`config.mk`:
```
export PLATFORM = sky130hd
export DESIGN_NAME = fifo_queue_with_remove
export DESIGN_NICKNAME = d
export VERILOG_FILES = /design/src/fqr_pkg.sv /design/src/fqr_cell.sv /design/src/fifo_queue_with_remove.sv
export SDC_FILE = /design/constraint.sdc
export NUM_CORES = 1
export LEC_CHECK = 0
export BUFFER_PORTS_ARGS = -buffer_cell sky130_fd_sc_hd__buf_2
export CORE_ASPECT_RATIO = 0.6
export CORE_UTILIZATION = 30
export DETAILED_ROUTE_END_ITERATION = 10
export PLACE_DENSITY = 0.44
export SLEW_MARGIN = 5
export SYNTH_ARGS = -nofsm -noshare
export SYNTH_HDL_FRONTEND = slang
export SYNTH_HIERARCHICAL = 1
export SYNTH_SLANG_ARGS = --single-unit
export TNS_END_PERCENT = 1
```
`constraint.sdc`:
```
create_clock -name clk -period 10.1 [get_ports clk]
set_input_delay 0.505 -clock clk [delete_from_list [all_inputs] [get_ports clk]]
set_output_delay 0.505 -clock clk [all_outputs]
set_load 0.01 [all_outputs]
```
`src/fqr_pkg.sv`:
```
// fqr_pkg: operation and status codes and the cell control bundle for
// the queue with remove-by-key; no dependencies
`timescale 1ns / 1ps
`default_nettype none

package fqr_pkg;

	// width of the handle ports
	localparam int HANDLE_W = 16;
	localparam int MODE_W   = 2;
	localparam int STATUS_W = 2;

	// operation codes carried on mode
	localparam logic [MODE_W-1:0] MODE_PUT    = 2'd0;
	localparam logic [MODE_W-1:0] MODE_GET    = 2'd1;
	localparam logic [MODE_W-1:0] MODE_REMOVE = 2'd2;

	// result status codes
	localparam logic [STATUS_W-1:0] ST_DONE = 2'd0;
	localparam logic [STATUS_W-1:0] ST_MISS = 2'd1;
	localparam logic [STATUS_W-1:0] ST_FULL = 2'd2;

	// per-cycle command broadcast to every cell
	typedef struct packed {
		logic put;     // append, already gated by not full
		logic get;     // pop head, already gated by not empty
		logic remove;  // search and delete first match
	} ctrl_t;

endpackage

`default_nettype wire

```
`src/fqr_cell.sv`:
```
// fqr_cell: one queue slot; holds a handle, compares it against the key,
// and shifts in its tail-side neighbor when it or an entry ahead of it leaves
// depends on fqr_pkg
`timescale 1ns / 1ps
`default_nettype none

module fqr_cell import fqr_pkg::*; #(
	parameter int HANDLE_BITS = 16
) (
	input  wire logic                   clk,
	input  wire ctrl_t                  ctrl,
	input  wire logic [HANDLE_BITS-1:0] key,
	input  wire logic                   occupied,
	input  wire logic                   prev_occupied,
	input  wire logic [HANDLE_BITS-1:0] next_data,
	input  wire logic                   seen_in,
	input  wire logic [HANDLE_BITS-1:0] hit_in,
	output logic                        seen_out,
	output logic [HANDLE_BITS-1:0]      hit_out,
	output logic [HANDLE_BITS-1:0]      data
);

	logic [HANDLE_BITS-1:0] data_q;
	logic                   match;
	logic                   shift;
	logic                   load;

	// key compare and first-match chain toward the tail
	always_comb begin
		match    = ctrl.remove && occupied && (data_q == key);
		seen_out = seen_in || match;
		hit_out  = (match && !seen_in) ? (hit_in | data_q) : hit_in;
		shift    = ctrl.get || (ctrl.remove && seen_out);
		load     = ctrl.put && !occupied && prev_occupied;
	end

	// slot storage: compact from the neighbor or take the appended key
	always_ff @(posedge clk) begin
		if (shift) begin
			data_q <= next_data;
		end else if (load) begin
			data_q <= key;
		end
	end

	assign data = data_q;

endmodule

`default_nettype wire

```
`src/fifo_queue_with_remove.sv`:
```
// fifo_queue_with_remove: queue of handles with put, get and remove by key,
// built as a row of fqr_cell slots with head at cell 0
// depends on fqr_pkg and fqr_cell
//
//   channel   handshake        payload
//   command   start / busy     mode, handle
//   result    done (strobe)    out_handle, status, occupancy
//
// one transaction is taken per cycle; busy never rises
// the result is registered and appears in the cycle after its command; the
// compare and compaction across the cell row are combinational
// reset clears the entry count and the done strobe; slot contents need no reset
// the receiver cannot stall, so done is a one-cycle strobe
`timescale 1ns / 1ps
`default_nettype none

module fifo_queue_with_remove import fqr_pkg::*; #(
	parameter int DEPTH       = 16,
	parameter int HANDLE_BITS = 16
) (
	input  wire logic                           clk,
	input  wire logic                           arst_n,
	input  wire logic                           start,
	output logic                                busy,
	input  wire logic [MODE_W-1:0]              mode,
	input  wire logic [HANDLE_W-1:0]            handle,
	output logic                                done,
	output logic [HANDLE_W-1:0]                 out_handle,
	output logic [STATUS_W-1:0]                 status,
	output logic [$clog2(DEPTH+1)-1:0]          occupancy
);

	localparam int CNT_W  = $clog2(DEPTH + 1);
	localparam int COPY_W = (HANDLE_BITS < HANDLE_W) ? HANDLE_BITS : HANDLE_W;

	logic [CNT_W-1:0]       count_q;
	logic                   done_q;
	logic [HANDLE_W-1:0]    out_handle_q;
	logic [STATUS_W-1:0]    status_q;
	logic [CNT_W-1:0]       occupancy_q;

	logic                   accept;
	logic                   full;
	logic                   empty;
	logic [HANDLE_BITS-1:0] key;
	ctrl_t                  ctrl;

	logic [DEPTH-1:0]       occ;
	logic [DEPTH:0]         seen;
	logic [HANDLE_BITS-1:0] hit   [DEPTH+1];
	logic [HANDLE_BITS-1:0] cdata [DEPTH+1];

	logic                   found;
	logic [HANDLE_BITS-1:0] res_data;
	logic [HANDLE_W-1:0]    res_handle;
	logic [STATUS_W-1:0]    res_status;
	logic [CNT_W-1:0]       next_count;

	assign busy   = 1'b0;
	assign accept = start && !busy;
	assign full   = (count_q == CNT_W'(DEPTH));
	assign empty  = (count_q == '0);

	// key sized to the stored handle width
	always_comb begin
		key             = '0;
		key[COPY_W-1:0] = handle[COPY_W-1:0];
	end

	// command decode broadcast to the cells
	always_comb begin
		ctrl.put    = accept && (mode == MODE_PUT) && !full;
		ctrl.get    = accept && (mode == MODE_GET) && !empty;
		ctrl.remove = accept && (mode == MODE_REMOVE);
	end

	// cell row, head at index 0
	assign seen[0]      = 1'b0;
	assign hit[0]       = '0;
	assign cdata[DEPTH] = '0;

	for (genvar i = 0; i < DEPTH; i++) begin : g_cell
		logic [HANDLE_BITS-1:0] nxt;
		logic                   prev_occ;

		assign occ[i] = (count_q > CNT_W'(i));
		if (i == 0) begin : g_head
			assign prev_occ = 1'b1;
		end else begin : g_body
			assign prev_occ = occ[i-1];
		end
		assign nxt = cdata[i+1];

		fqr_cell #(
			.HANDLE_BITS(HANDLE_BITS)
		) u_cell (
			.clk          (clk),
			.ctrl         (ctrl),
			.key          (key),
			.occupied     (occ[i]),
			.prev_occupied(prev_occ),
			.next_data    (nxt),
			.seen_in      (seen[i]),
			.hit_in       (hit[i]),
			.seen_out     (seen[i+1]),
			.hit_out      (hit[i+1]),
			.data         (cdata[i])
		);
	end

	assign found = seen[DEPTH];

	// result selection and next count
	always_comb begin
		res_data   = '0;
		res_status = ST_DONE;
		next_count = count_q;
		case (mode)
			MODE_PUT: begin
				if (full) begin
					res_status = ST_FULL;
				end else begin
					next_count = count_q + CNT_W'(1);
				end
			end
			MODE_GET: begin
				if (empty) begin
					res_status = ST_MISS;
				end else begin
					res_data   = cdata[0];
					next_count = count_q - CNT_W'(1);
				end
			end
			MODE_REMOVE: begin
				if (found) begin
					res_data   = hit[DEPTH];
					next_count = count_q - CNT_W'(1);
				end else begin
					res_status = ST_MISS;
				end
			end
			default: begin
				res_status = ST_DONE;
			end
		endcase
		res_handle             = '0;
		res_handle[COPY_W-1:0] = res_data[COPY_W-1:0];
	end

	// count and control registers
	always_ff @(posedge clk or negedge arst_n) begin
		if (!arst_n) begin
			count_q <= '0;
			done_q  <= 1'b0;
		end else begin
			done_q <= accept;
			if (accept) begin
				count_q <= next_count;
			end
		end
	end

	// result payload registers
	always_ff @(posedge clk) begin
		if (accept) begin
			out_handle_q <= res_handle;
			status_q     <= res_status;
			occupancy_q  <= next_count;
		end
	end

	assign done       = done_q;
	assign out_handle = out_handle_q;
	assign status     = status_q;
	assign occupancy  = occupancy_q;

	// count never exceeds the row length
	a_count_range: assert property (@(posedge clk) disable iff (!arst_n)
		count_q <= CNT_W'(DEPTH))
		else $error("entry count above depth");

	// every accepted command yields a result in the next cycle
	a_done_follows: assert property (@(posedge clk) disable iff (!arst_n)
		accept |=> done)
		else $error("missing result strobe");

	// a rejected put reports a full queue
	a_full_occ: assert property (@(posedge clk) disable iff (!arst_n)
		(done && status == ST_FULL) |-> (occupancy == CNT_W'(DEPTH)))
		else $error("full status with room left");

	// a miss carries no handle and leaves the count unchanged
	a_miss_zero: assert property (@(posedge clk) disable iff (!arst_n)
		(done && status == ST_MISS) |-> (out_handle == '0 && occupancy == count_q))
		else $error("miss result with handle or count change");

endmodule

`default_nettype wire
```
==> results of run 1 <==
[worst min path at each step]
stage / endpoint / slack [ps] / depth (start not counted)
after global placement: done / 430 / 1
after global routing: count_q[3] / 400 / 2
final: count_q[3] / 380 / 2
after detailed placement: done / 430 / 1
after CTS: count_q[4] / 370 / 2
after floorplan: count_q[0] / 210 / 0
[routing by layer]
metal / track usage [%] / up-vias / wire length [um]
met5: 0 / - / 52
met4: 3.74 / 8 / 1370
met3: 4.67 / 96 / 8400
met2: 30.3 / 969 / 37200
met1: 38.1 / 10800 / 49600
li1: - / 9426 / -
[Yosys cell counts, types with 2 or more instances]
cell type | instances | area share (%)
a211o_1 | 16 | 0.58
nor2_1 | 57 | 0.89
nor3_4 | 16 | 1.1
edfxtp_1 | 279 | 35
a22o_1 | 2 | 0.073
inv_1 | 8 | 0.13
o22ai_1 | 3 | 0.078
o21bai_1 | 16 | 0.50
nor4_2 | 16 | 0.84
a22oi_1 | 262 | 8.2
a22oi_2 | 10 | 0.52
o31ai_1 | 3 | 0.094
nor3_1 | 18 | 0.38
xnor2_1 | 19 | 0.69
dfrtp_1 | 6 | 0.63
o211ai_1 | 354 | 11
nand3_1 | 18 | 0.38
a21o_1 | 274 | 8.6
nand2_1 | 282 | 4.4
ha_1 | 10 | 0.52
xor2_1 | 240 | 8.8
o21ai_0 | 14 | 0.29
nor2b_1 | 18 | 0.47
and2_1 | 2 | 0.052
o211ai_2 | 160 | 8.4
buf_6 | 35 | 1.6
or2_1 | 17 | 0.44
buf_2 | 18 | 0.38
clkbuf_1 | 119 | 1.9
nor4_1 | 32 | 0.84
conb_1 | 2 | 0.031
a21oi_1 | 4 | 0.084
and3_1 | 2 | 0.052
a211oi_1 | 2 | 0.063
nand4_4 | 16 | 1.4
[per-stage QoR]
stage | cells | utilization [%] | total power (W) | instance area (um2)
6_report | 3475 | 33.7 | 0.00428 | 26400
5_1_grt | 3471 | 33.7 | 0.00445 | 26400
4_1_cts | 3470 | 33.7 | 0.00429 | 26400
3_5_place_dp | 3406 | 32.2 | 0.00294 | 25200
3_3_place_gp | 3406 | 32.2 | 0.00293 | 25200
2_1_floorplan | 2418 | - | 0.00248 | 24200
[timing repair]
| item | in CTS | in global routing |
|---|---|---|
| endpoints found under the hold margin | 6 | 0 |
| endpoints found under the setup margin | 0 | 0 |
| resized for setup | 0 | 0 |
| setup buffers | 0 | 0 |
| hold buffers | 1 | 0 |
[cell families after synthesis]
logic type               synth area share (%)
other                                  0.0313
adder cells (fa/ha/maj)                 0.522
flip-flops                               35.6
AO/OA/AOI/OAI                            38.7
AND/OR/NAND/NOR                          11.5
buffers and inverters                    4.07
multiplexers                           0.0418
XOR/XNOR                                 9.47
[where the power goes]
part	internal [W]	switching (W)
Clock	0.000766	0.000574
Combinational	0.000418	0.000779
Sequential	0.00153	0.000221
[final cells by class]
| class | instances | area [um2] | area share (%) |
|---|---|---|---|
| multi-input cells | 1950 | 14700 | 55.5 |
| well taps | 1053 | 1320 | 4.99 |
| clock inverters | 18 | 201 | 0.763 |
| flip-flops and latches | 285 | 8530 | 32.3 |
| inverters | 10 | 37.5 | 0.142 |
| repair buffers | 109 | 711 | 2.69 |
| clock buffers | 45 | 943 | 3.57 |
| diodes | 5 | 12.5 | 0.0474 |
[registers in the layout, indices dropped and copies added, names as in the netlist]
signal,cells
out_handle,16
g_cell.u_cell/data,256
done,1
status,2
occupancy,5
count_q,5
==> results.toml, run 1 <==
[run_status]
status = "complete, no violations"

[global_routing]
track_usage_pct = 23.2
grt_max_degree = 82
grt_pass1_wl_um = 143000
overflow = 0
grt_pass1_vias = 19800
antenna_found_initial = 9

[sta]
max_freq_ghz = 0.114
finalCriticalPeriod_ps = 8750
timing.final.ws_setup_ps = 1350
slew_violations = 0
rsz0062_at_grt = "no"
tns_ps = 0
fin_crit_sh_pct = 86.6
tightestPinTransition_ps = 1400
holdWs_ps = 384
relSlewSlack_pct = 6.52
hold_violations = 0
report.final.setup_viol = 0
clock_skew_ps = 26.5

[worst_setup_path]
rrSetupSlack_ps = 1350
slowest_delay_ps = 600
critical_path.top_delay_family = "compound AO/OA/AOI/OAI gates"
start_kind = "flop"
cpMostUsedCell = "o21bai_1"
endpoint = "occupancy[0]"
end_kind = "flop"
cp.buffers_inverters = 2
critPathMaxFanout = 19
path_class = "reg -> reg"
worstPathArrival_ps = 9060
rr_worst_depth = 25
worstPathRequired_ps = 10410
rr_startpoint = "count_q[0]"
cp_slowest_cell = "o21bai_1"
cp.depth = 25
cp-startpoint = "count_q[0]"
worst_r2r_endpoint = "occupancy[0]"

[yosys]
ys_warn_count = 6
syn_avg_cell_area_um2 = 10.1
synth-edff-count = 279
ys_ff_latch = 285
synthDistinctLibCells = 51
synthArstFlopShare_pct = 2.11
synthFlopType = "edfxtp_1"
syn_inst = 2366
synth-seq-area-share_pct = 35.6
synth_area_um2 = 24000

[power_and_ir_drop]
peakVddDrop_v = 0.0000925
p_per_area_nw_per_um2 = 162
cellLeakagePower_nw = 9.55

[detailed_routing]
drc = 0
wl_per_cell_um = 27.8
routed-via-count = 21300
firstDrtPassIters = 6
drt_iter0_drc = 2793
ant_nets = 0
viasPerCell = 6.14
drt-total-wl_um = 96600

[clock_network]
cts_root_buf = "clkbuf_16"
clock-sinks = 285
cts_tree = "yes"
cts.clk_slew.worst_paths_ps = 70
h-tree-depth = 2
clkLatencyLatePin_ps = 580
clockBufferDepth = 3
cts-buffers-inserted = 35

[placed_design]
hpwl_um = 70500
io_buffers = 44
dpl_worst_slack_ps = 1430
routabilityCongestion = 0.852

[finish]
final_cell_mix = "354 x o211ai_1, 282 x nand2_1, 279 x edfxtp_1"
final_common_cell = "o211ai_1"
fillCellCount = 8022
drive_gt1_share_pct = 16.1
nets = 2422
syn_to_final_growth_pct = 10.3

[floorplanning]
ios = 46
die_y_um = 221
design.die.area_um2 = 81000
core_area_um2 = 78300
std_cell_rows = 79
start_util_pct = 30.6
die_w_um = 367

[job]
cap_violations = 0

[min_path]
hp-class = "in -> async"
Power figures use the tool's default switching activity.
==> run 2, diff against run 1 <==
--- a/config.mk
+++ b/config.mk
@@ -6,10 +6,9 @@
 export NUM_CORES = 1
 export LEC_CHECK = 0
 export BUFFER_PORTS_ARGS = -buffer_cell sky130_fd_sc_hd__buf_2
-export CORE_ASPECT_RATIO = 0.6
-export CORE_UTILIZATION = 30
+export CORE_UTILIZATION = 42
 export DETAILED_ROUTE_END_ITERATION = 10
-export PLACE_DENSITY = 0.44
+export PLACE_DENSITY = 0.57
 export SLEW_MARGIN = 5
 export SYNTH_ARGS = -nofsm -noshare
 export SYNTH_HDL_FRONTEND = slang
==> constraint.sdc (replaced) <==
create_clock -name clk -period 10.1 [get_ports clk]
set_input_delay 2.02 -clock clk [delete_from_list [all_inputs] [get_ports clk]]
set_output_delay 2.02 -clock clk [all_outputs]
set_load 0.01 [all_outputs]
==> run 2 against run 1 <==
Sequential power about the same. Highest routed layer unchanged. Sequential share of layout area up 0.34 points. Setup slack worse by 400 ps. Via count down 1.5%. Critical path depth up 2. First-iteration DRC count down 15%. Register-to-register slack better by 140 ps. Largest power group unchanged. Die area down 28%.
==> results.toml, run 2 (synthesis gave the netlist of run 1 again) <==
[detailed_routing]
drt-total-wl_um = 81200
firstDrtPassIters = 6
viasPerCell = 6.61
ant_nets = 0
drt_iter0_drc = 2363
drc = 0
routed-via-count = 21000
wl_per_cell_um = 25.5

[worst_setup_path]
end_kind = "flop"
critPathMaxFanout = 26
worstPathArrival_ps = 9540
rrSetupSlack_ps = 1490
rr_startpoint = "count_q[1]"
path_class = "in -> reg"
cp-startpoint = "mode[0]"
start_kind = "primary input"
worstPathRequired_ps = 10490

[floorplanning]
ios = 46
start_util_pct = 42.5
std_cell_rows = 87
core_area_um2 = 56400
die_y_um = 241
die_w_um = 241
design.die.area_um2 = 58000

[global_routing]
grt_pass1_wl_um = 125000
overflow = 0
grt_max_degree = 83
antenna_found_initial = 6
grt_pass1_vias = 20100
track_usage_pct = 27.9

[sta]
relSlewSlack_pct = 10.4
finalCriticalPeriod_ps = 9150
holdWs_ps = 674
tightestPinTransition_ps = 1340
report.final.setup_viol = 0
slew_violations = 0
clock_skew_ps = 22.6
fin_crit_sh_pct = 90.6
tns_ps = 0
rsz0062_at_grt = "no"
max_freq_ghz = 0.109
hold_violations = 0

[finish]
diodes = 0
nets = 2431
drive_gt1_share_pct = 16.1
utilization_pct = 46.4
fillCellCount = 5345
final_common_cell = "o211ai_1"
largest_reg_flops = 256
syn_to_final_growth_pct = 9.11
final_cell_mix = "354 x o211ai_1, 282 x nand2_1, 279 x edfxtp_1"

[clock_network]
cts_hold_buf = 0
cts_resized = 0
post_cts_buffers = 0
cts_tree = "yes"
cts-buffers-inserted = 39
cts_root_buf = "clkbuf_16"
h-tree-depth = 2
clkLatencyLatePin_ps = 560
clock-sinks = 285
cts.clk_slew.worst_paths_ps = 60
clockBufferDepth = 3

[power_and_ir_drop]
p_per_area_nw_per_um2 = 161
finalPower_w = 0.00421
peakVddDrop_v = 0.000119
cellLeakagePower_nw = 9.60

[run_status]
status = "complete, no violations"

[placed_design]
io_buffers = 44
routabilityCongestion = 0.905
hpwl_um = 57900

[min_path]
hp-class = "reg -> reg"
hp-start = "g_cell[10].u_cell/data[14]"

[job]
cap_violations = 0
==> run 2: cell count changes in the layout (fill, tap and decap cells not counted), moves of 2 or more <==
cell	previous run	this run
buf_4	64	70
clkbuf_16	35	41
clkbuf_8	3	1
clkinv_1	5	12
diode_2	5	0
inv_6	3	0
nor2_1	52	56
nor2_2	5	1
==> run 2: metrics by stage <==
step           cells  instance area, um2  setup slack [ps]
3_5_place_dp    3115               24900               630
5_1_grt         3183               26100               554
2_1_floorplan   2418               24200               617
3_3_place_gp    3115               24900               811
4_1_cts         3183               26100              1190
6_report        3183               26100               951
==> run 2: power breakdown <==
part | internal [W] | leakage, nW | switching (W)
clock | 0.000817 | 0.595 | 0.000555
combinational | 0.000409 | 6.35 | 0.000695
sequential | 0.00153 | 2.66 | 0.000205
==> run 2: metal layers <==
metal | vias to the layer above | GRT usage (%) | share of wire (%)
li1 | 9434 | - | -
met1 | 10500 | 38.6 | 44
met2 | 888 | 45.1 | 47
met3 | 174 | 3.61 | 6.6
met4 | 4 | 8.92 | 3.1
met5 | - | 0 | 0.033
==> run 2: worst paths after layout <==
path                                                  end  depth (start not counted)
worst max-delay path                         occupancy[4]                         27
worst min-delay path            g_cell[9].u_cell/data[14]                          2
worst max register to register               occupancy[4]                         26
worst min register to register  g_cell[9].u_cell/data[14]                          2
max in group asynchronous                      count_q[4]                          1
min in group asynchronous                      count_q[0]                          1
==> run 2: critical path, stage by stage <==
cell and delay [ps]:
buf_2 120, inv_1 70, ha_1 250, and2_4 410, nand4_4 350, o21bai_1 300, buf_4 180, o21bai_1 110
buf_4 160, o21bai_1 260, o21bai_1 380, o21bai_1 200, buf_4 160, o21bai_1 240, o21bai_1 320, o21bai_1 330
o21bai_1 340, o21bai_1 330, o21bai_1 310, o21bai_1 330, o21bai_1 350, o21bai_1 350, o21bai_1 240, and2_1 710
a21oi_2 170, o211ai_1 270, a21boi_0 220
==> run 2: layout make-up <==
| class | instances | area, um2 | share of cell area (%) |
|---|---|---|---|
| Multi-Input combinational cell | 1950 | 14700 | 56.1 |
| Sequential cell | 285 | 8530 | 32.6 |
| Clock buffer | 48 | 1060 | 4.06 |
| Tap cell | 756 | 946 | 3.62 |
| Timing Repair Buffer | 114 | 746 | 2.85 |
| Clock inverter | 20 | 166 | 0.637 |
| Inverter | 10 | 37.5 | 0.144 |
==> run 3, diff against run 2 <==
--- a/config.mk
+++ b/config.mk
@@ -12,6 +12,5 @@
 export SLEW_MARGIN = 5
 export SYNTH_ARGS = -nofsm -noshare
 export SYNTH_HDL_FRONTEND = slang
-export SYNTH_HIERARCHICAL = 1
 export SYNTH_SLANG_ARGS = --single-unit
 export TNS_END_PERCENT = 1
==> run 3 against run 2 <==
Worst hold slack lost 110 ps. Clock power about the same. Flip-flop and latch count stayed put. Via count shrank 38%. Combinational power down 22%. Non-clock buffer count down 31. Sequential share of layout area grew 9.4 points. Largest cell class unchanged. Largest power group unchanged. Synthesized cell count down 33%. Design area is 24% lower. Sequential power decreased by 4%. Final cell count fell by 32%. Clock-buffer cell count down 10.
==> results.toml, run 3 <==
[run_status]
status = "complete, no violations"

[yosys]
synthArstFlopShare_pct = 2.11
synth-seq-area-share_pct = 46.0
synthFlopType = "edfxtp_1"
syn_inst = 1587
synthDistinctLibCells = 75
synth_fp_nets = 1618
synth_commonest_cells = "263 x edfxtp_1, 204 x mux2_2, 161 x xnor2_1"
synth.area.top_cells = "edfxtp_1 43%, mux2_2 13%, xnor2_1 7.7%, xor2_1 4.7%, nand2_1 2.6%"
synth_area_um2 = 18200
synth-edff-count = 263
synth_top_area_share_pct = 43.4
syn_avg_cell_area_um2 = 11.5
ys_ff_latch = 285
ys_warn_count = 0
yosysMostFrequentCell = "edfxtp_1"
synth_area_leader_cell = "edfxtp_1"

[finish]
multi_input_area_um2 = 9010
regArea_um2 = 8370
diodes = 0
nets = 1603
fillCellCount = 3860
final_common_cell = "edfxtp_1"
drive_gt1_share_pct = 24.7
final_cell_mix = "263 x edfxtp_1, 204 x mux2_2, 161 x xnor2_1"
syn_to_final_growth_pct = 9.49
largest_reg_flops = 256

[floorplanning]
die_y_um = 210
die_w_um = 210
start_util_pct = 43.0
design.die.area_um2 = 44200
core_area_um2 = 42300
ios = 46
std_cell_rows = 75

[sta]
report.final.setup_viol = 0
max_freq_ghz = 0.153
fin_crit_sh_pct = 64.9
timing.final.ws_setup_ps = 3540
slew_violations = 0
tightestPinTransition_ps = 1180
rsz0062_at_grt = "no"
clock_skew_ps = 37.0
relSlewSlack_pct = 20.6
tns_ps = 0
hold_violations = 0
finalCriticalPeriod_ps = 6560

[detailed_routing]
ant_nets = 0
routed-via-count = 13000
wl_per_cell_um = 26.9
drt_iter0_drc = 1391
drc = 0
viasPerCell = 5.98
drt-total-wl_um = 58600
firstDrtPassIters = 5

[placed_design]
hpwl_um = 41300
io_buffers = 44
routabilityCongestion = 0.911
dpl_worst_slack_ps = 3050

[global_routing]
grt_pass1_vias = 12600
grt_max_degree = 37
antenna_found_initial = 0
grt_pass1_wl_um = 86200
overflow = 0
track_usage_pct = 26.6

[clock_network]
h-tree-depth = 2
cts_root_buf = "clkbuf_16"
cts_resized = 0
cts_tree = "yes"
clockBufferDepth = 3
post_cts_buffers = 0
cts.clk_slew.worst_paths_ps = 60
cts_hold_buf = 0
clock-sinks = 285
cts-buffers-inserted = 35
clkLatencyLatePin_ps = 570

[power_and_ir_drop]
peakVddDrop_v = 0.000119
p_per_area_nw_per_um2 = 194
cellLeakagePower_nw = 6.91

[worst_setup_path]
path_class = "in -> reg"
worstPathRequired_ps = 10400
critPathMaxFanout = 35
start_kind = "primary input"
end_kind = "flop"
worstPathArrival_ps = 6850

[job]
cap_violations = 0

[min_path]
hp-class = "reg -> reg"
-- run 3: changes by cell type in the layout (fill, tap and decap cells not counted), sizes merged, moves of 31 or more --
cell | before | now
nand2 | 282 | 125
conb | 54 | 1
a21oi | 5 | 41
a22o | 2 | 48
mux2 | 0 | 224
nand3 | 18 | 69
xor2 | 240 | 97
o211ai | 514 | 4
a22oi | 272 | 1
buf | 114 | 83
a21o | 274 | 19
xnor2 | 19 | 161
-- run 3: cell families (layout without fill, tap and decap cells) --
group,Yosys count,in the layout,share of synthesized area (%)
multiplexers,242,242,15.0
AO/OA/AOI/OAI,248,248,9.86
other,1,1,0.0206
AND/OR/NAND/NOR,377,377,11.1
buffers and inverters,166,176,4.89
adder cells (fa/ha/maj),10,10,0.687
flip-flops,285,285,46.0
XOR/XNOR,258,258,12.4
-- run 3: critical path, stage by stage --
cell,delay [ps]
buf_2,290
buf_4,400
xor2_1,190
nor4_1,80
nand2_1,120
nor3_4,40
buf_4,240
or3_4,410
nor3_2,840
nor2b_1,230
buf_4,280
and3_1,820
o21ai_1,490
buf_4,330
-- run 3: final cells by class --
type	count	area share (%)
clock buffer	38	4.45
inverter	31	0.584
sequential	285	42.0
timing repair buffer	83	2.57
tap	577	3.62
multi-input combinational	1136	45.2
clock inverter	24	1.58
-- run 3: layer usage --
layer / share of wire, % / up-vias / wire length (um) / global-route usage, %
met5: 0 / - / 0 / 0
met2: 46 / 524 / 27200 / 42.2
met4: 4.3 / 0 / 2540 / 11.9
met3: 5.8 / 118 / 3420 / 2.98
met1: 43 / 6515 / 25500 / 36.5
li1: - / 5849 / - / -
-- run 3: worst paths after layout --
path / from / end / slack (ps) / cells past startpoint
max: handle[15] / g_cell[14].u_cell.data[15] / 3540 / 14
min: g_cell[15].u_cell.data[3] / g_cell[15].u_cell.data[3] / 560 / 2
max reg2reg: count_q[1] / g_cell[14].u_cell.data[15] / 4380 / 12
min reg2reg: g_cell[15].u_cell.data[3] / g_cell[15].u_cell.data[3] / 560 / 2
max in group asynchronous: arst_n / count_q[1] / 8640 / 1
min in group asynchronous: arst_n / count_q[2] / 1300 / 1
-- run 3: stage by stage --
step	area [um2]	total power, W	hold slack, ps	cells	util (%)
6_report	19900	0.00386	560	2174	47.1
5_1_grt	19900	0.00399	585	2174	47.1
4_1_cts	19900	0.00387	561	2174	47.1
3_5_place_dp	18700	0.00252	549	2112	44.3
3_3_place_gp	18700	0.00252	539	2112	44.3
2_1_floorplan	18200	0.00223	521	1587	-
-- run 3: report_power, final --
group | internal, W | leakage [nW] | switching, W | total (W)
logic | 0.000338 | 3.68 | 0.000515 | 0.000853
registers | 0.00149 | 2.64 | 0.000167 | 0.00166
clock network | 0.000819 | 0.594 | 0.000529 | 0.00135
